==> config.mk <==
export PLATFORM = sky130hd
export DESIGN_NAME = i2c_master_bit_engine
export DESIGN_NICKNAME = d
export VERILOG_FILES = /design/src/hw/rtl/i2cbe_pkg.sv /design/src/hw/rtl/i2cbe_front.sv /design/src/hw/rtl/i2cbe_back.sv /design/src/hw/rtl/i2c_master_bit_engine.sv
export SDC_FILE = /design/constraint.sdc
export NUM_CORES = 1
export LEC_CHECK = 0
export ABC_CLOCK_PERIOD_IN_PS = 3400
export BUFFER_PORTS_ARGS = -buffer_cell sky130_fd_sc_hd__buf_2
export CORE_MARGIN = 2
export CORE_UTILIZATION = 50
export CTS_CLUSTER_DIAMETER = 30
export DETAILED_ROUTE_END_ITERATION = 8
export PLACE_DENSITY = 0.71
export SLEW_MARGIN = 20
export SYNTH_ARGS = -nofsm -noshare
export SYNTH_HDL_FRONTEND = slang
export SYNTH_SLANG_ARGS = --single-unit
==> constraint.sdc <==
create_clock -name clock -period 3.4 [get_ports clock]
set_clock_uncertainty 0.15 [all_clocks]
set_input_delay 0.17 -clock clock [delete_from_list [all_inputs] [get_ports clock]]
set_output_delay 0.17 -clock clock [all_outputs]
set_load 0.01 [all_outputs]
==> src/hw/rtl/i2cbe_pkg.sv <==
// Package with the shared types, codes and phase tables of the I2C master bit engine.
`timescale 1ns / 1ps

package i2cbe_pkg;

   // Width of the phase counter; the longest command runs 25 phases.
   localparam int PHASE_W = 5;
   // Width of the bit-slot counter that steps through the three phases of one bit.
   localparam int SLOT_W = 2;
   localparam logic [SLOT_W-1:0] SLOT_LAST = SLOT_W'(2);

   typedef enum logic [0:0] {
      KIND_COMMAND = 1'b0,
      KIND_TICK    = 1'b1
   } kind_type;

   typedef enum logic [2:0] {
      CMD_START     = 3'd0,
      CMD_STOP      = 3'd1,
      CMD_WRITE     = 3'd2,
      CMD_READ      = 3'd3,
      CMD_SEND_ACK  = 3'd4,
      CMD_RECV_ACK  = 3'd5
   } command_type;

   typedef enum logic [1:0] {
      STATUS_PHASE  = 2'd0,
      STATUS_IDLE   = 2'd1,
      STATUS_ACCEPT = 2'd2,
      STATUS_REJECT = 2'd3
   } status_type;

   typedef enum logic [2:0] {
      OP_SDA_HI  = 3'd0,
      OP_SDA_LO  = 3'd1,
      OP_SCL_HI  = 3'd2,
      OP_SCL_LO  = 3'd3,
      OP_SDA_TX  = 3'd4,
      OP_SDA_ACK = 3'd5,
      OP_SAMPLE  = 3'd6
   } op_type;

   // One classified item as it travels from the front end to the back end.
   typedef struct packed {
      kind_type    kind;
      logic        cmd_ok;
      command_type command;
      logic [7:0]  data_byte;
      logic        ack_bit;
      logic        sda_level;
   } item_type;

   // Number of pin phases of each command.
   function automatic logic [PHASE_W-1:0] phase_count(input command_type cmd);
      logic [PHASE_W-1:0] cnt;
      unique case (cmd)
         CMD_START:    cnt = PHASE_W'(4);
         CMD_STOP:     cnt = PHASE_W'(3);
         CMD_WRITE:    cnt = PHASE_W'(24);
         CMD_READ:     cnt = PHASE_W'(25);
         CMD_SEND_ACK: cnt = PHASE_W'(3);
         default:      cnt = PHASE_W'(4);
      endcase
      return cnt;
   endfunction

   // Pin operation for a phase. Byte commands use the bit slot, the short
   // commands use the low bits of the phase counter.
   function automatic op_type phase_op(input command_type cmd,
                                       input logic [PHASE_W-1:0] phase,
                                       input logic [SLOT_W-1:0] slot);
      op_type op;
      op = OP_SCL_LO;
      unique case (cmd)
         CMD_START: begin
            case (phase[1:0])
               2'd0:    op = OP_SDA_HI;
               2'd1:    op = OP_SCL_HI;
               2'd2:    op = OP_SDA_LO;
               default: op = OP_SCL_LO;
            endcase
         end
         CMD_STOP: begin
            case (phase[1:0])
               2'd0:    op = OP_SDA_LO;
               2'd1:    op = OP_SCL_HI;
               default: op = OP_SDA_HI;
            endcase
         end
         CMD_WRITE: begin
            case (slot)
               2'd0:    op = OP_SDA_TX;
               2'd1:    op = OP_SCL_HI;
               default: op = OP_SCL_LO;
            endcase
         end
         CMD_READ: begin
            if (phase == '0) begin
               op = OP_SDA_HI;
            end else begin
               case (slot)
                  2'd0:    op = OP_SCL_HI;
                  2'd1:    op = OP_SAMPLE;
                  default: op = OP_SCL_LO;
               endcase
            end
         end
         CMD_SEND_ACK: begin
            case (phase[1:0])
               2'd0:    op = OP_SDA_ACK;
               2'd1:    op = OP_SCL_HI;
               default: op = OP_SCL_LO;
            endcase
         end
         default: begin
            case (phase[1:0])
               2'd0:    op = OP_SDA_HI;
               2'd1:    op = OP_SCL_HI;
               2'd2:    op = OP_SAMPLE;
               default: op = OP_SCL_LO;
            endcase
         end
      endcase
      return op;
   endfunction

endpackage

==> src/hw/rtl/i2cbe_front.sv <==
// Front end: accepts request items, classifies them and queues them for the back end.
`timescale 1ns / 1ps

module i2cbe_front
   import i2cbe_pkg::*;
(
   input  logic       clock,
   input  logic       reset,
   input  logic       req_valid,
   output logic       req_stall,
   input  logic       req_kind,
   input  logic [2:0] req_command,
   input  logic [7:0] req_data_byte,
   input  logic       req_ack_bit,
   input  logic       req_sda_level,
   output logic       q_valid,
   output item_type   q_item,
   input  logic       q_pop
);

   localparam int DEPTH = 2;

   item_type   q_ff [DEPTH];
   logic       wr_ptr_ff, wr_ptr_in;
   logic       rd_ptr_ff, rd_ptr_in;
   logic [1:0] count_ff, count_in;
   logic       push;
   item_type   classified;

   // Classify the incoming item; unknown command codes are flagged here.
   always_comb begin
      classified.kind      = kind_type'(req_kind);
      classified.cmd_ok    = (req_command <= 3'(CMD_RECV_ACK));
      classified.command   = command_type'(req_command);
      classified.data_byte = req_data_byte;
      classified.ack_bit   = req_ack_bit;
      classified.sda_level = req_sda_level;
   end

   assign req_stall = (count_ff == 2'(DEPTH));
   assign push      = req_valid && !req_stall;
   assign q_valid   = (count_ff != '0);
   assign q_item    = q_ff[rd_ptr_ff];

   // Queue pointers and fill count.
   always_comb begin
      wr_ptr_in = push ? ~wr_ptr_ff : wr_ptr_ff;
      rd_ptr_in = q_pop ? ~rd_ptr_ff : rd_ptr_ff;
      count_in  = count_ff + 2'(push) - 2'(q_pop);
   end

   always_ff @(posedge clock) begin
      if (reset) begin
         wr_ptr_ff <= 1'b0;
         rd_ptr_ff <= 1'b0;
         count_ff  <= '0;
      end else begin
         wr_ptr_ff <= wr_ptr_in;
         rd_ptr_ff <= rd_ptr_in;
         count_ff  <= count_in;
      end
   end

   // Queue storage holds payload only.
   always_ff @(posedge clock) begin
      if (push) begin
         q_ff[wr_ptr_ff] <= classified;
      end
   end

endmodule

==> src/hw/rtl/i2cbe_back.sv <==
// Back end: runs the bit sequencer on queued items and holds the result register.
`timescale 1ns / 1ps

module i2cbe_back
   import i2cbe_pkg::*;
(
   input  logic       clock,
   input  logic       reset,
   input  logic       q_valid,
   input  item_type   q_item,
   output logic       q_pop,
   output logic       rsp_valid,
   input  logic       rsp_stall,
   output logic       rsp_scl_level,
   output logic       rsp_sda_drive,
   output logic       rsp_done_res,
   output logic [7:0] rsp_read_data,
   output logic       rsp_ack_received,
   output logic [1:0] rsp_status
);

   // Sequencer state.
   logic               busy_ff, busy_in;
   command_type        cmd_ff, cmd_in;
   logic [PHASE_W-1:0] phase_ff, phase_in;
   logic [SLOT_W-1:0]  slot_ff, slot_in;
   logic [7:0]         tx_ff, tx_in;
   logic [7:0]         rx_ff, rx_in;
   logic               ack_ff, ack_in;
   logic               scl_ff, scl_in;
   logic               sda_ff, sda_in;

   // Result register.
   logic               rsp_valid_ff, rsp_valid_in;
   logic               done_ff, done_in;
   logic [7:0]         rdata_ff, rdata_in;
   logic               ackr_ff, ackr_in;
   status_type         status_ff, status_in;

   logic               take;
   op_type             op;
   logic [PHASE_W-1:0] phase_next;

   // An item moves on whenever the result register is free or being emptied.
   assign take = q_valid && (!rsp_valid_ff || !rsp_stall);
   assign q_pop = take;

   assign op         = phase_op(cmd_ff, phase_ff, slot_ff);
   assign phase_next = phase_ff + PHASE_W'(1);

   // Next state and result for the item at the head of the queue.
   always_comb begin
      busy_in   = busy_ff;
      cmd_in    = cmd_ff;
      phase_in  = phase_ff;
      slot_in   = slot_ff;
      tx_in     = tx_ff;
      rx_in     = rx_ff;
      ack_in    = ack_ff;
      scl_in    = scl_ff;
      sda_in    = sda_ff;
      done_in   = 1'b0;
      rdata_in  = '0;
      ackr_in   = 1'b0;
      status_in = STATUS_IDLE;
      if (q_item.kind == KIND_COMMAND) begin
         if (busy_ff || !q_item.cmd_ok) begin
            status_in = STATUS_REJECT;
         end else begin
            busy_in   = 1'b1;
            cmd_in    = q_item.command;
            phase_in  = '0;
            slot_in   = '0;
            tx_in     = q_item.data_byte;
            ack_in    = q_item.ack_bit;
            rx_in     = '0;
            status_in = STATUS_ACCEPT;
         end
      end else if (busy_ff) begin
         unique case (op)
            OP_SDA_HI:  sda_in = 1'b1;
            OP_SDA_LO:  sda_in = 1'b0;
            OP_SCL_HI:  scl_in = 1'b1;
            OP_SCL_LO:  scl_in = 1'b0;
            OP_SDA_TX: begin
               sda_in = tx_ff[7];
               tx_in  = {tx_ff[6:0], 1'b0};
            end
            OP_SDA_ACK: sda_in = ack_ff;
            default:    rx_in  = {rx_ff[6:0], q_item.sda_level};
         endcase
         status_in = STATUS_PHASE;
         phase_in  = phase_next;
         // The read command holds its bit slot on its leading release phase.
         if (cmd_ff == CMD_READ && phase_ff == '0) begin
            slot_in = '0;
         end else begin
            slot_in = (slot_ff == SLOT_LAST) ? '0 : slot_ff + SLOT_W'(1);
         end
         if (phase_next >= phase_count(cmd_ff)) begin
            done_in  = 1'b1;
            busy_in  = 1'b0;
            phase_in = '0;
            if (cmd_ff == CMD_READ) begin
               rdata_in = rx_in;
            end else if (cmd_ff == CMD_RECV_ACK) begin
               ackr_in = rx_in[0];
            end
         end
      end
   end

   always_comb begin
      if (take) begin
         rsp_valid_in = 1'b1;
      end else if (!rsp_stall) begin
         rsp_valid_in = 1'b0;
      end else begin
         rsp_valid_in = rsp_valid_ff;
      end
   end

   // Control state and pin registers.
   always_ff @(posedge clock) begin
      if (reset) begin
         busy_ff      <= 1'b0;
         cmd_ff       <= CMD_START;
         phase_ff     <= '0;
         slot_ff      <= '0;
         tx_ff        <= '0;
         rx_ff        <= '0;
         ack_ff       <= 1'b0;
         scl_ff       <= 1'b1;
         sda_ff       <= 1'b1;
         rsp_valid_ff <= 1'b0;
      end else begin
         rsp_valid_ff <= rsp_valid_in;
         if (take) begin
            busy_ff  <= busy_in;
            cmd_ff   <= cmd_in;
            phase_ff <= phase_in;
            slot_ff  <= slot_in;
            tx_ff    <= tx_in;
            rx_ff    <= rx_in;
            ack_ff   <= ack_in;
            scl_ff   <= scl_in;
            sda_ff   <= sda_in;
         end
      end
   end

   // Result payload.
   always_ff @(posedge clock) begin
      if (take) begin
         done_ff   <= done_in;
         rdata_ff  <= rdata_in;
         ackr_ff   <= ackr_in;
         status_ff <= status_in;
      end
   end

   assign rsp_valid        = rsp_valid_ff;
   assign rsp_scl_level    = scl_ff;
   assign rsp_sda_drive    = sda_ff;
   assign rsp_done_res     = done_ff;
   assign rsp_read_data    = rdata_ff;
   assign rsp_ack_received = ackr_ff;
   assign rsp_status       = status_ff;

endmodule

==> src/hw/rtl/i2c_master_bit_engine.sv <==
// Top level of the I2C master bit engine: front end, item queue and back end.
//
//   Channel | Direction | Handshake         | Payload
//   req_    | in        | req_valid/stall   | kind, command, data_byte, ack_bit, sda_level
//   rsp_    | out       | rsp_valid/stall   | scl_level, sda_drive, done_res, read_data,
//           |           |                   | ack_received, status
//
// One item is accepted per cycle while nothing stalls and gives one result item, through the queue and result register.
// The rate is set by the back-end sequencer, which updates its state once for each item it takes.
// A two-entry queue between front and back keeps the input flowing while a result waits.
// Reset (synchronous) empties the queue, clears the sequencer and releases SCL and SDA.
// A stalled result holds the back end; the input stalls only once the queue is full.
`timescale 1ns / 1ps

module i2c_master_bit_engine
   import i2cbe_pkg::*;
(
   input  logic       clock,
   input  logic       reset,
   input  logic       req_valid,
   output logic       req_stall,
   input  logic       req_kind,
   input  logic [2:0] req_command,
   input  logic [7:0] req_data_byte,
   input  logic       req_ack_bit,
   input  logic       req_sda_level,
   output logic       rsp_valid,
   input  logic       rsp_stall,
   output logic       rsp_scl_level,
   output logic       rsp_sda_drive,
   output logic       rsp_done_res,
   output logic [7:0] rsp_read_data,
   output logic       rsp_ack_received,
   output logic [1:0] rsp_status
);

   logic     q_valid;
   logic     q_pop;
   item_type q_item;

   i2cbe_front u_front (
      .clock         (clock),
      .reset         (reset),
      .req_valid     (req_valid),
      .req_stall     (req_stall),
      .req_kind      (req_kind),
      .req_command   (req_command),
      .req_data_byte (req_data_byte),
      .req_ack_bit   (req_ack_bit),
      .req_sda_level (req_sda_level),
      .q_valid       (q_valid),
      .q_item        (q_item),
      .q_pop         (q_pop)
   );

   i2cbe_back u_back (
      .clock            (clock),
      .reset            (reset),
      .q_valid          (q_valid),
      .q_item           (q_item),
      .q_pop            (q_pop),
      .rsp_valid        (rsp_valid),
      .rsp_stall        (rsp_stall),
      .rsp_scl_level    (rsp_scl_level),
      .rsp_sda_drive    (rsp_sda_drive),
      .rsp_done_res     (rsp_done_res),
      .rsp_read_data    (rsp_read_data),
      .rsp_ack_received (rsp_ack_received),
      .rsp_status       (rsp_status)
   );

endmodule

# == Yosys cells after proc, flatten, opt, wreduce, memory -nomap -nowiden ==
# Memories as Yosys holds them, arrays and structs flattened. A register that Yosys moved wholly into a read port is not among the register bits.
# Index checks and enable logic that the tools add are counted.
# W data, S select, Z words.
# classes
n_addsub,4
n_lt_le_gt_ge,2
n_eq_ne,19
n_mux,44
bitwise,7
n_reduce_logical,28
# op_table
op,n
$mux W8,8
$mux W5,6
$pmux W3 S2,3
$reduce_and A4 Y1,4
$pmux W3 S5,1
$pmux W5 S3,1
$mux W1,13
$eq A3 B2 Y1 const B,4
$eq A3 B3 Y1 const B,4
$mux W2,6
$pmux W3 S3,1
$not A1 Y1,7
$eq A2 B2 Y1 const B,3
$eq A3 B1 Y1 const B,2
$logic_not A3 Y1,2
$pmux W2 S3,1
$reduce_and A3 Y1,2
$reduce_or A6 Y1,1
$add A5 B1 Y5 const B,1
$ge A5 B5 Y1,1
$logic_not A5 Y1,1
$reduce_or A5 Y1,1
$eq A2 B1 Y1 const B,2
$logic_not A1 Y1,4
other kinds (17),25
# word_totals
register_bits,47
ram_bits,30
in_bits,18
output_inout_bits,16
elab_cells,122
memories,1
# mem_list
memory,depth,word_bits,rd,rd_ports_with_merged_regs,wr,line,source
u_front.q_ff,2,15,1,1,1,i2cbe_front.sv:23,item_type q_ff [DEPTH];

# == Longest topological paths before layout ==
# Gate-level depths: netlist of the first run.
# depth
word_depth,9
ltp_mapped,10
depth_no_buf,9

# == By module ==
# Synthesis of the first run repeated with hierarchy kept, for this count alone.
# hier_totals
cells_unflattened,371
hier_area_um2,3957.5
# modules_own_cells
mod,n_inst,cells_each,area_each_um2,seq_area_each_um2
i2cbe_back,1,297,2638.8,980.9
i2cbe_front,1,74,1318.8,1001.0

# == Worst setup path before layout of the first run ==
# No wires, ideal clock.
# synth_path
path_kind,register to register
start,register u_back.phase_ff[0]
end,"register u_back.ackr_ff (netlist: u_back.rsp_ack_received), data pin"
arrival_ns,2.263
required_ns,3.081
slack_ns,0.818
stages_incl_launch_ff,9
period_less_slack_ns,2.582
cell_sequence,dfxtp_1 > inv_1 > ha_1 > or4b_1 > a221o_1 > o21a_1 > buf_2 > and3_4 > nor4b_2
# synth_via
elab_chain_len,6
elab_cells_between_ends,22
classes_between,1 x add/sub; 1 x order compare; 7 x eq/ne; 7 x mux; 1 x bitwise; 5 x reduce/logical
# synth_lines
item,line,source
"start, declared",i2cbe_back.sv:25,"logic [PHASE_W-1:0] phase_ff, phase_in;"
"start signal, assigned",i2cbe_back.sv:141,phase_ff <= phase_in;
"parallel branches: the longest is 6 deep, another holds $add A5 B1 Y5",--,
"end signal, assigned",i2cbe_back.sv:157,ackr_ff <= ackr_in;
"end, declared",i2cbe_back.sv:37,"logic ackr_ff, ackr_in;"
# Parallel ways; which one is timed is not known.
# A chain may end at the register's enable or synchronous reset.

# == Worst setup path after layout of the first run ==
# layout_path
start,register u_back.phase_ff[0]
end,"register u_back.rdata_ff[6] (netlist: u_back.rsp_read_data[6]), data pin"
# layout_via
elab_chain_len,6
elab_cells_between_ends,21
classes_between,1 x add/sub; 1 x order compare; 7 x eq/ne; 7 x mux; 5 x reduce/logical
# layout_lines
item,line,source
"parallel branches: the longest is 6 deep, another holds $add A5 B1 Y5",--,
"end signal, assigned",i2cbe_back.sv:156,rdata_ff <= rdata_in;
"end, declared",i2cbe_back.sv:36,"logic [7:0] rdata_ff, rdata_in;"
# Parallel ways; which one is timed is not known.

==> results of run 1 <==
-- worst min path at each step --
stage	endpoint	start
4_1_cts	u_front.wr_ptr_ff	req_valid
6_report	u_front.wr_ptr_ff	req_valid
3_3_place_gp	u_front.q_ff[1][7]	req_data_byte[5]
5_1_grt	u_front.wr_ptr_ff	req_valid
3_5_place_dp	u_front.q_ff[0][10]	req_command[0]
2_1_floorplan	u_front.q_ff[0][0]	req_sda_level
-- cell type report --
type / instances / area, um^2
multi-input cells: 241 / 1710
well taps: 99 / 124
clock inverters: 7 / 75.1
inverters: 13 / 48.8
fillers: 627 / 2880
clock buffers: 9 / 124
flip-flops and latches: 78 / 1980
repair buffers: 58 / 390
-- per-layer routing --
| metal | vias to the layer above | part of all wire, % | global-route usage [%] |
|---|---|---|---|
| met5 | - | 0 | 0 |
| met4 | 0 | 1.1 | 6.06 |
| li1 | 1423 | - | - |
| met2 | 50 | 49 | 33.0 |
| met3 | 8 | 3.1 | 3.07 |
| met1 | 1354 | 47 | 25.6 |
-- metrics by stage --
step	setup slack, ns	util (%)	instances	total power [uW]
final	0.401	60.7	505	3110
after CTS	0.455	60.7	505	3120
after floorplan	0.818	-	349	2100
after detailed placement	0.476	55.9	474	2420
after global placement	0.615	55.9	474	2400
after global routing	0.186	60.7	505	3300
-- registers in the layout (all words and copies together) (netlist names), named ones only --
register	flops
u_front.q_ff	30
u_back.rx_ff	8
u_back.cmd_ff	3
u_back.busy_ff	1
u_back.slot_ff	2
u_back.rsp_done_res	1
u_back.ack_ff	1
u_back.rsp_read_data	8
u_back.rsp_status	2
u_front.rd_ptr_ff	1
u_back.phase_ff	5
u_front.wr_ptr_ff	1
u_front.count_ff	2
u_back.rsp_sda_drive	1
u_back.rsp_valid	1
u_back.rsp_ack_received	1
u_back.rsp_scl_level	1
u_back.tx_ff	8
-- placed cells by master (no fill, tap or decap), types with 4 or more instances in the layout --
cell           count
a211oi_1          12
a21oi_1           16
a22oi_1           10
buf_2             33
buf_4             10
clkbuf_8           9
dfxtp_1           36
dlygate4sd3_1     15
edfxtp_1          42
ha_1              14
inv_1             13
mux2i_1           19
nand2_1           15
nand2b_1           7
nand3_1           21
nand4_1            7
nor2_1            25
nor3_1             4
nor3b_1            8
o21ai_0           23
o31ai_1            4
xor2_1             5
-- worst max-delay path, stage by stage, from the launching register on --
cell and delay, ns:
dfxtp_1 0.40, inv_1 0.16, ha_1 0.24, or4b_1 0.48
a221o_1 0.45, o21ai_0 0.61, o21ai_0 0.16, a21oi_1 0.19
-- cell families after synthesis --
kind of cell,after synthesis,share of synthesized area [%]
AO/OA/AOI/OAI,89,16.6
flip-flops,78,52.1
XOR/XNOR,8,1.84
buffers and inverters,30,3.09
multiplexers,21,5.88
AND/OR/NAND/NOR,109,15.9
adder cells (fa/ha/maj),14,4.60
-- report_power, final --
group | switching [uW] | total, uW | internal, uW
registers | 90.9 | 1310 | 1210
logic | 686 | 1110 | 423
clock network | 351 | 691 | 340
total | 1130 | 3110 | 1980
-- repair_timing --
item | CTS | global route
hold buffers | 15 | 0
setup endpoints to repair | 0 | 0
endpoints found under the hold margin | 31 | 0
==> impl_metrics.py, run 1 <==
metrics = {
    "route": {
        "via_count": 2835,
        "drc": 0,
        "wl_per_cell_um": 15.3,
        "ant_nets": 0,
        "wirelength_um": 7750,
        "drt_pre_antenna_iters": 4,
        "via_per_inst": 5.61,
        "drtIter0Drc": 142,
    },
    "die": {
        "core_mm2": 0.00733,
        "rows": 31,
        "dieArea_mm2": 0.00833,
        "ioPinCount": 34,
        "start_util_pct": 51.9,
        "die_y_um": 91.3,
        "die_w_um": 91.3,
    },
    "global_route": {
        "grt_pass1_vias": 2795,
        "antenna_found_initial": 0,
        "grt_util_all_layers_pct": 19.5,
        "grt_pass1_wl_um": 13100,
        "grt_max_degree": 35,
        "grt.overflow.total": 0,
    },
    "power": {
        "p_per_area_mw_per_mm2": 698,
        "p_leak_uw": 0.00161,
        "ir_worst_vdd_uv": 494,
    },
    "placed_design": {
        "gp_congestion": 0.879,
        "hpwl_um": 5180,
        "numPortBuffers": 33,
        "post_dp_cell_area_mm2": 0.00410,
    },
    "final_layout": {
        "drive_above_1_share_pct": 18.5,
        "syn_to_final_growth_pct": 16.9,
        "fin_nets": 433,
        "design_area_mm2": 0.00445,
        "num_antenna_cells": 0,
    },
    "clock_network": {
        "root_buffer": "clkbuf_8",
        "cts_setup_buffers": 0,
        "cts_buffer_depth": 2,
        "cts_buffers": 9,
        "clk_latency_ns": 0.34,
        "clk_pin_slew_ns": 0.09,
        "cts_resized": 0,
        "cts.htree.levels": 3,
        "cts.sinks": 78,
        "cts_tree": "built",
    },
    "worst_hold_path": {
        "holdCritPathClass": "input pin to flop",
        "holdPathStages": 4,
    },
    "synth": {
        "synth_nets": 381,
        "avgSynthCellArea_um2": 10.9,
        "synth_top_area_share_pct": 33.1,
        "synth_area_leaders": "edfxtp_1 33%, dfxtp_1 19%, mux2i_1 5.0%",
        "yosysWarnings": 0,
        "netlist_top_cells_count": "42 x edfxtp_1, 36 x dfxtp_1, 25 x nor2_1",
        "synthDistinctLibCells": 55,
        "synth-seq-area-share_pct": 52.1,
        "yosysTopAreaCell": "edfxtp_1",
        "synth-edff-count": 42,
        "async_flop_share_pct": 0,
        "synth_cells": 349,
        "synthFlopType": "edfxtp_1",
        "synth-seq-cells": 78,
        "synth_area_mm2": 0.00381,
        "synth.most_common_cell": "edfxtp_1",
    },
    "timing": {
        "fmax_ghz": 0.333,
        "tns_ns": 0,
        "min_period_ns": 3.00,
        "fin_crit_sh_pct": 88.2,
        "rsz0062_at_grt": "no",
        "hold_ws_ns": 0.0777,
        "final_hold_viol_count": 0,
        "relSlewSlack_pct": 51.8,
        "tightest_slew_ns": 0.715,
        "drv_slew": 0,
        "setup_viol": 0,
    },
    "worst_setup_path": {
        "r2r_cells": 7,
        "r2r-start": "u_back.phase_ff[0]",
        "worstReg2RegEnd": "u_back.rsp_read_data[6]",
        "path_max_fanout": 7,
        "worstSetupPathType": "flop to flop",
        "worstSetupStartpointType": "flop",
        "cp.arrival_ns": 3.04,
        "crit_path_end": "u_back.rsp_read_data[6]",
        "endpoint_kind": "flop",
        "critPathLaunch": "u_back.phase_ff[0]",
        "cp.required_ns": 3.44,
        "r2r_slack_ns": 0.40,
    },
    "outcome": {
        "status": "completed",
    },
    "flow_run": {
        "max_cap_viol_count": 0,
    },
}
Note: power is estimated with default switching activity, not from simulation.
==> inputs of run 2 (changes only) <==
Settings changed: CORE_UTILIZATION 50 to 40, CTS_BUF_LIST set to sky130_fd_sc_hd__clkbuf_4 sky130_fd_sc_hd__clkbuf_8 sky130_fd_sc_hd__clkbuf_16, PLACE_DENSITY 0.71 to 0.59.
==> run 2 against run 1 <==
Global-route usage decreased by 3.1 points; total power decreased by 1.0%; critical path type unchanged; routed wire length grew 0.70%; fmax rose by 3.8%; register-to-register slack better by 0.11 ns; sequential power hardly changed; via count is 2.3% lower; first-iteration DRC count is 8.5% lower; die area rose by 24%; clock-buffer cell count is 2 higher; design area grew 0.28%; non-clock buffer count is 2 lower.
==> impl_metrics.py, run 2 (synthesized netlist as in run 1, its figures left out) <==
metrics = {
    "timing": {
        "setup_ws_ns": 0.510,
        "drv_slew": 0,
        "tightest_slew_ns": 0.866,
        "fmax_ghz": 0.346,
        "hold_ws_ns": 0.0585,
        "rsz0062_at_grt": "no",
        "final_hold_viol_count": 0,
        "setup_viol": 0,
        "relSlewSlack_pct": 42.3,
        "fin_crit_sh_pct": 85.0,
        "tns_ns": 0,
        "min_period_ns": 2.89,
    },
    "clock_network": {
        "clk_pin_slew_ns": 0.09,
        "cts_tree": "built",
        "cts_buffers": 9,
        "cts_setup_buffers": 0,
        "cts_buffer_depth": 2,
        "cts.sinks": 78,
        "clk_latency_ns": 0.36,
        "root_buffer": "clkbuf_8",
        "cts.htree.levels": 3,
    },
    "placed_design": {
        "numPortBuffers": 33,
        "hpwl_um": 5210,
        "place_ws_ns": 0.539,
        "gp_congestion": 0.893,
    },
    "global_route": {
        "grt_util_all_layers_pct": 16.4,
        "grt_pass1_vias": 2659,
        "grt_max_degree": 35,
        "grt.overflow.total": 0,
        "grt_pass1_wl_um": 13100,
        "antenna_found_initial": 0,
    },
    "final_layout": {
        "fin_nets": 431,
        "largest_reg_flops": 30,
        "num-fill-cells": 880,
        "num_antenna_cells": 0,
        "syn_to_final_growth_pct": 17.3,
        "final_common_cell": "edfxtp_1",
        "final_cell_mix": "42 x edfxtp_1, 36 x dfxtp_1, 33 x buf_2, 25 x nor2_1, 23 x o21ai_0",
        "top_register": "u_front.q_ff",
        "drive_above_1_share_pct": 18.3,
    },
    "worst_setup_path": {
        "path_max_fanout": 7,
        "endpoint_kind": "flop",
        "r2r-start": "u_back.phase_ff[0]",
        "cp.arrival_ns": 2.95,
        "worstSetupPathType": "flop to flop",
        "critPathLaunch": "u_back.phase_ff[0]",
        "cp.required_ns": 3.46,
        "worstSetupStartpointType": "flop",
    },
    "power": {
        "ir_worst_vdd_uv": 336,
        "p_leak_uw": 0.00161,
        "p_per_area_mw_per_mm2": 689,
    },
    "route": {
        "via_per_inst": 5.20,
        "ant_nets": 0,
        "wl_per_cell_um": 14.6,
        "drc": 0,
        "drtIter0Drc": 130,
        "drt_pre_antenna_iters": 4,
        "via_count": 2770,
        "wirelength_um": 7800,
    },
    "die": {
        "dieArea_mm2": 0.0103,
        "start_util_pct": 41.2,
        "die_w_um": 102,
        "core_mm2": 0.00924,
        "die_y_um": 102,
        "ioPinCount": 34,
        "rows": 35,
    },
    "worst_hold_path": {
        "holdCritPathClass": "input pin to flop",
        "hold_start": "req_valid",
    },
    "outcome": {
        "status": "completed",
    },
    "flow_run": {
        "max_cap_viol_count": 0,
    },
}
==> run 2: worst paths after layout <==
kind	endpoint	slack (ns)	cells past startpoint
worst max-delay path	u_back.rsp_read_data[6]	0.51	7
worst min register to register	u_back.rx_ff[7]	0.33	2
worst max register to register	u_back.rsp_read_data[6]	0.51	7
worst min-delay path	u_front.wr_ptr_ff	0.06	4
==> run 2: timing repair <==
| item | 4_1_cts | 5_1_grt |
|---|---|---|
| hold endpoints to repair | 31 | 0 |
| gates resized for setup | 0 | 0 |
| endpoints found under the setup margin | 0 | 0 |
| hold buffers | 15 | 0 |
==> run 2: critical path, stage by stage, from the launching register on <==
cell and delay, ns:
dfxtp_1 0.39, inv_1 0.16, ha_1 0.23, or4b_1 0.47, a221o_1 0.46, o21ai_0 0.53
o21ai_0 0.17, a21oi_1 0.19
==> run 2: area by class of cell <==
class	count	area, um^2	share of cell area (%)
clock buffer	11	156	3.50
clock inverter	5	32.5	0.729
inverter	13	48.8	1.09
multi-input combinational	241	1710	38.2
sequential	78	1980	44.4
tap	129	161	3.62
timing repair buffer	56	375	8.41
==> run 2: routing by layer <==
metal | wire length (um) | up-vias | share of wire [%] | track usage (%)
li1 | - | 1421 | - | -
met2 | 3580 | 54 | 46 | 25.4
met4 | 138 | 0 | 1.8 | 6.24
met3 | 257 | 14 | 3.3 | 4.07
met5 | 0 | - | 0 | 0
met1 | 3830 | 1281 | 49 | 22.1
==> run 2: stage by stage <==
stage | area [um^2] | util, % | cells | total power, uW
6_report | 4460 | 48.3 | 533 | 3070
5_1_grt | 4460 | 48.3 | 533 | 3290
4_1_cts | 4460 | 48.3 | 533 | 3100
3_5_place_dp | 4120 | 44.6 | 502 | 2410
3_3_place_gp | 4120 | 44.6 | 502 | 2400
2_1_floorplan | 3810 | - | 349 | 2100
==> run 2: where the power goes <==
group / switching [uW] / internal [uW]
clock: 353 / 318
combinational: 685 / 412
sequential: 90.0 / 1210
total: 1130 / 1940
==> inputs of run 3 (changes only) <==
Settings changed: ABC_AREA set to 1, ABC_CLOCK_PERIOD_IN_PS 3400 to 2500, PLACE_DENSITY 0.59 to 0.62.
Clock period 3.4 ns to 2.5 ns, I/O delays scaled along.
==> run 3 against run 2 <==
Combinational power is 34% higher; fmax is 23% higher; register-to-register slack worse by 0.36 ns; design area is 0.42% higher; synthesized cell count is 20% higher; via count is 5.0% higher; area after synthesis is 0.76% lower; highest routed layer unchanged; routed wire length is 4.9% lower; core utilization is 0.43 points higher; non-clock buffer count is 8 higher; critical path depth is 5 higher; worst hold slack worse by 0.0051 ns.
==> impl_metrics.py, run 3 <==
metrics = {
    "outcome": {
        "status": "completed",
    },
    "worst_setup_path": {
        "crit_buf_inv": 3,
        "path_common_cell": "buf_4",
        "critPathLaunch": "u_back.phase_ff[0]",
        "cpMaxStageDelayCell": "dfxtp_4",
        "path_max_fanout": 5,
        "cp_slowest_stage_delay_ns": 0.36,
        "r2r-start": "u_back.phase_ff[0]",
        "path_cells": "ha_1 -> buf_4 -> xor2_2 -> ha_1 -> a21oi_1 -> o21a_1 -> o311ai_2 -> buf_4 -> nor2_1 -> buf_4 -> nand2_1 -> a21oi_2",
        "r2r_cells": 12,
        "cp_top_family": "adder cells",
        "endpoint_kind": "flop",
        "cp.depth": 12,
        "worstSetupPathType": "flop to flop",
        "cp.arrival_ns": 2.49,
        "cp.required_ns": 2.64,
        "worstSetupStartpointType": "flop",
    },
    "final_layout": {
        "num_antenna_cells": 0,
        "design_area_mm2": 0.00448,
        "fin_nets": 511,
        "largest_reg_flops": 30,
        "syn_to_final_growth_pct": 18.6,
        "final_common_cell": "nand2_1",
        "drive_above_1_share_pct": 21.5,
        "seq_area_mm2": 0.00199,
        "multi_input_area_mm2": 0.00154,
        "final_cell_mix": "98 x nand2_1, 44 x nor2_1, 42 x edfxtp_1, 40 x inv_1, 33 x buf_2",
        "num-fill-cells": 894,
        "top_register": "u_front.q_ff",
    },
    "power": {
        "ir_worst_vdd_uv": 440,
        "p_leak_uw": 0.00189,
        "p_sw_share_pct": 36.1,
        "p_int_uw": 2660,
        "comb_power_share_pct": 35.2,
        "switching_power_uw": 1500,
        "seq_power_share_pct": 42.5,
        "p_total_uw": 4170,
        "clockPowerShare_pct": 22.3,
        "p_per_area_mw_per_mm2": 930,
    },
    "synth": {
        "synth_nets": 452,
        "synthXorXnorAreaFrac_pct": 0.927,
        "yosysTopAreaCell": "edfxtp_1",
        "synth-seq-cells": 78,
        "synthSimpleGateAreaFrac_pct": 25.1,
        "netlist_top_cells_count": "99 x nand2_1, 44 x nor2_1, 42 x edfxtp_1",
        "avgSynthCellArea_um2": 8.99,
        "synthDistinctLibCells": 36,
        "synthMuxAreaShare_pct": 0.364,
        "synth-edff-count": 42,
        "synth-seq-area-share_pct": 52.5,
        "synth_area_mm2": 0.00378,
        "async_flop_share_pct": 0,
        "synth_compound_area_share_pct": 8.81,
        "synth_area_leaders": "edfxtp_1 33%, dfxtp_1 19%, nand2_1 9.8%",
        "synth_cells": 420,
        "synth_top_area_share_pct": 33.4,
        "synth_top_family_by_area": "simple AND/OR/NAND/NOR gates",
        "synthAdderAreaFrac_pct": 4.64,
        "synthFlopType": "edfxtp_1",
        "yosysWarnings": 0,
        "synth.most_common_cell": "nand2_1",
    },
    "route": {
        "wl_per_cell_um": 12.5,
        "drc": 0,
        "ant_nets": 0,
        "via_count": 2908,
        "via_per_inst": 4.89,
        "drtIter0Drc": 102,
        "drt_pre_antenna_iters": 4,
        "wirelength_um": 7420,
    },
    "placed_design": {
        "post_dp_cell_area_mm2": 0.00409,
        "gp_congestion": 0.844,
        "hpwl_um": 5120,
        "numPortBuffers": 33,
    },
    "clock_network": {
        "clk_latency_ns": 0.35,
        "cts.htree.levels": 3,
        "cts_buffers": 9,
        "root_buffer": "clkbuf_8",
        "clk_pin_slew_ns": 0.08,
        "cts_buffer_depth": 2,
        "cts_setup_buffers": 0,
        "cts.sinks": 78,
        "cts_tree": "built",
    },
    "timing": {
        "setup_viol": 0,
        "final_hold_viol_count": 0,
        "min_period_ns": 2.35,
        "relSlewSlack_pct": 60.8,
        "tightest_slew_ns": 0.588,
        "drv_slew": 0,
        "fin_crit_sh_pct": 94.1,
        "fmax_ghz": 0.425,
    },
    "global_route": {
        "grt_util_all_layers_pct": 15.4,
        "antenna_found_initial": 0,
        "grt_pass1_vias": 2758,
        "grt_max_degree": 20,
        "grt.overflow.total": 0,
        "grt_pass1_wl_um": 12500,
    },
    "die": {
        "die_y_um": 101,
        "dieArea_mm2": 0.0102,
        "ioPinCount": 34,
        "die_w_um": 101,
        "rows": 35,
        "core_mm2": 0.00920,
        "start_util_pct": 41.1,
    },
    "flow_run": {
        "max_cap_viol_count": 0,
    },
    "worst_hold_path": {
        "holdCritPathClass": "input pin to flop",
        "hold_start": "reset",
        "holdPathStages": 2,
    },
}
run 3: repair_timing:
| item | 4_1_cts | 5_1_grt |
|---|---|---|
| cloned | 0 | 0 |
| gates resized for setup | 1 | 14 |
| hold buffers | 15 | 0 |
| endpoints found under the hold margin | 31 | 0 |
| endpoints found under the setup margin | 8 | 15 |
| pin swaps | 0 | 3 |
run 3: worst reg2reg max path: stages (launching register included):
cell and delay, ns:
dfxtp_4 0.36, ha_1 0.20, buf_4 0.16, xor2_2 0.15
ha_1 0.32, a21oi_1 0.14, o21a_1 0.14, o311ai_2 0.11
buf_4 0.15, nor2_1 0.10, buf_4 0.15, nand2_1 0.06
a21oi_2 0.11
run 3: final cells by class:
cell class              instances  area share (%)
flip-flops and latches         78            44.5
clock buffers                  10            3.07
multi-input cells             280            34.4
repair buffers                 64            9.72
well taps                     111            3.10
inverters                      46            3.91
clock inverters                 6            1.34
run 3: layer usage:
layer  routed length [um]  track usage, %
met1                 3490            18.7
met2                 3620            27.8
met3                  219            3.38
met4                   87            4.05
met5                    0               0
run 3: power groups by stage:
stage / clock network [uW] / registers (uW) / logic (uW)
floorplan: 0 / 1810 / 1050
global placement: 0 / 1790 / 1410
detailed placement: 0 / 1800 / 1440
CTS: 959 / 1770 / 1460
global route: 1000 / 1800 / 1680
finish: 930 / 1770 / 1470
run 3: kinds of logic (layout without fill, tap and decap cells):
kind of cell | count (synthesis) | in the layout
xor+xnor | 4 | 4
fa+ha+maj | 14 | 14
flops | 78 | 78
mux | 1 | 1
simple gates | 202 | 202
compound gates | 59 | 59
buf+inv | 62 | 126
run 3: path summary, 6_finish.rpt:
| path | endpoint | slack (ns) |
|---|---|---|
| setup / recovery | u_back.phase_ff[3] | 0.15 |
| hold / removal | u_back.phase_ff[4] | 0.05 |
| setup reg to reg | u_back.phase_ff[3] | 0.15 |
| hold reg to reg | u_back.rx_ff[4] | 0.32 |
run 3: metrics by stage:
step / setup slack (ns) / TNS [ns] / cells / util [%] / hold slack (ns)
6_report: 0.146 / 0 / 595 / 48.7 / 0.0534
3_3_place_gp: 0.0894 / 0 / 564 / 44.4 / 0.163
4_1_cts: 0.0413 / 0 / 595 / 48.2 / 0.0480
2_1_floorplan: 0.0354 / 0 / 420 / - / 0.0739
5_1_grt: -0.0124 / -0.0271 / 595 / 48.7 / 0.0818
3_5_place_dp: -0.0407 / -0.151 / 564 / 44.4 / 0.166
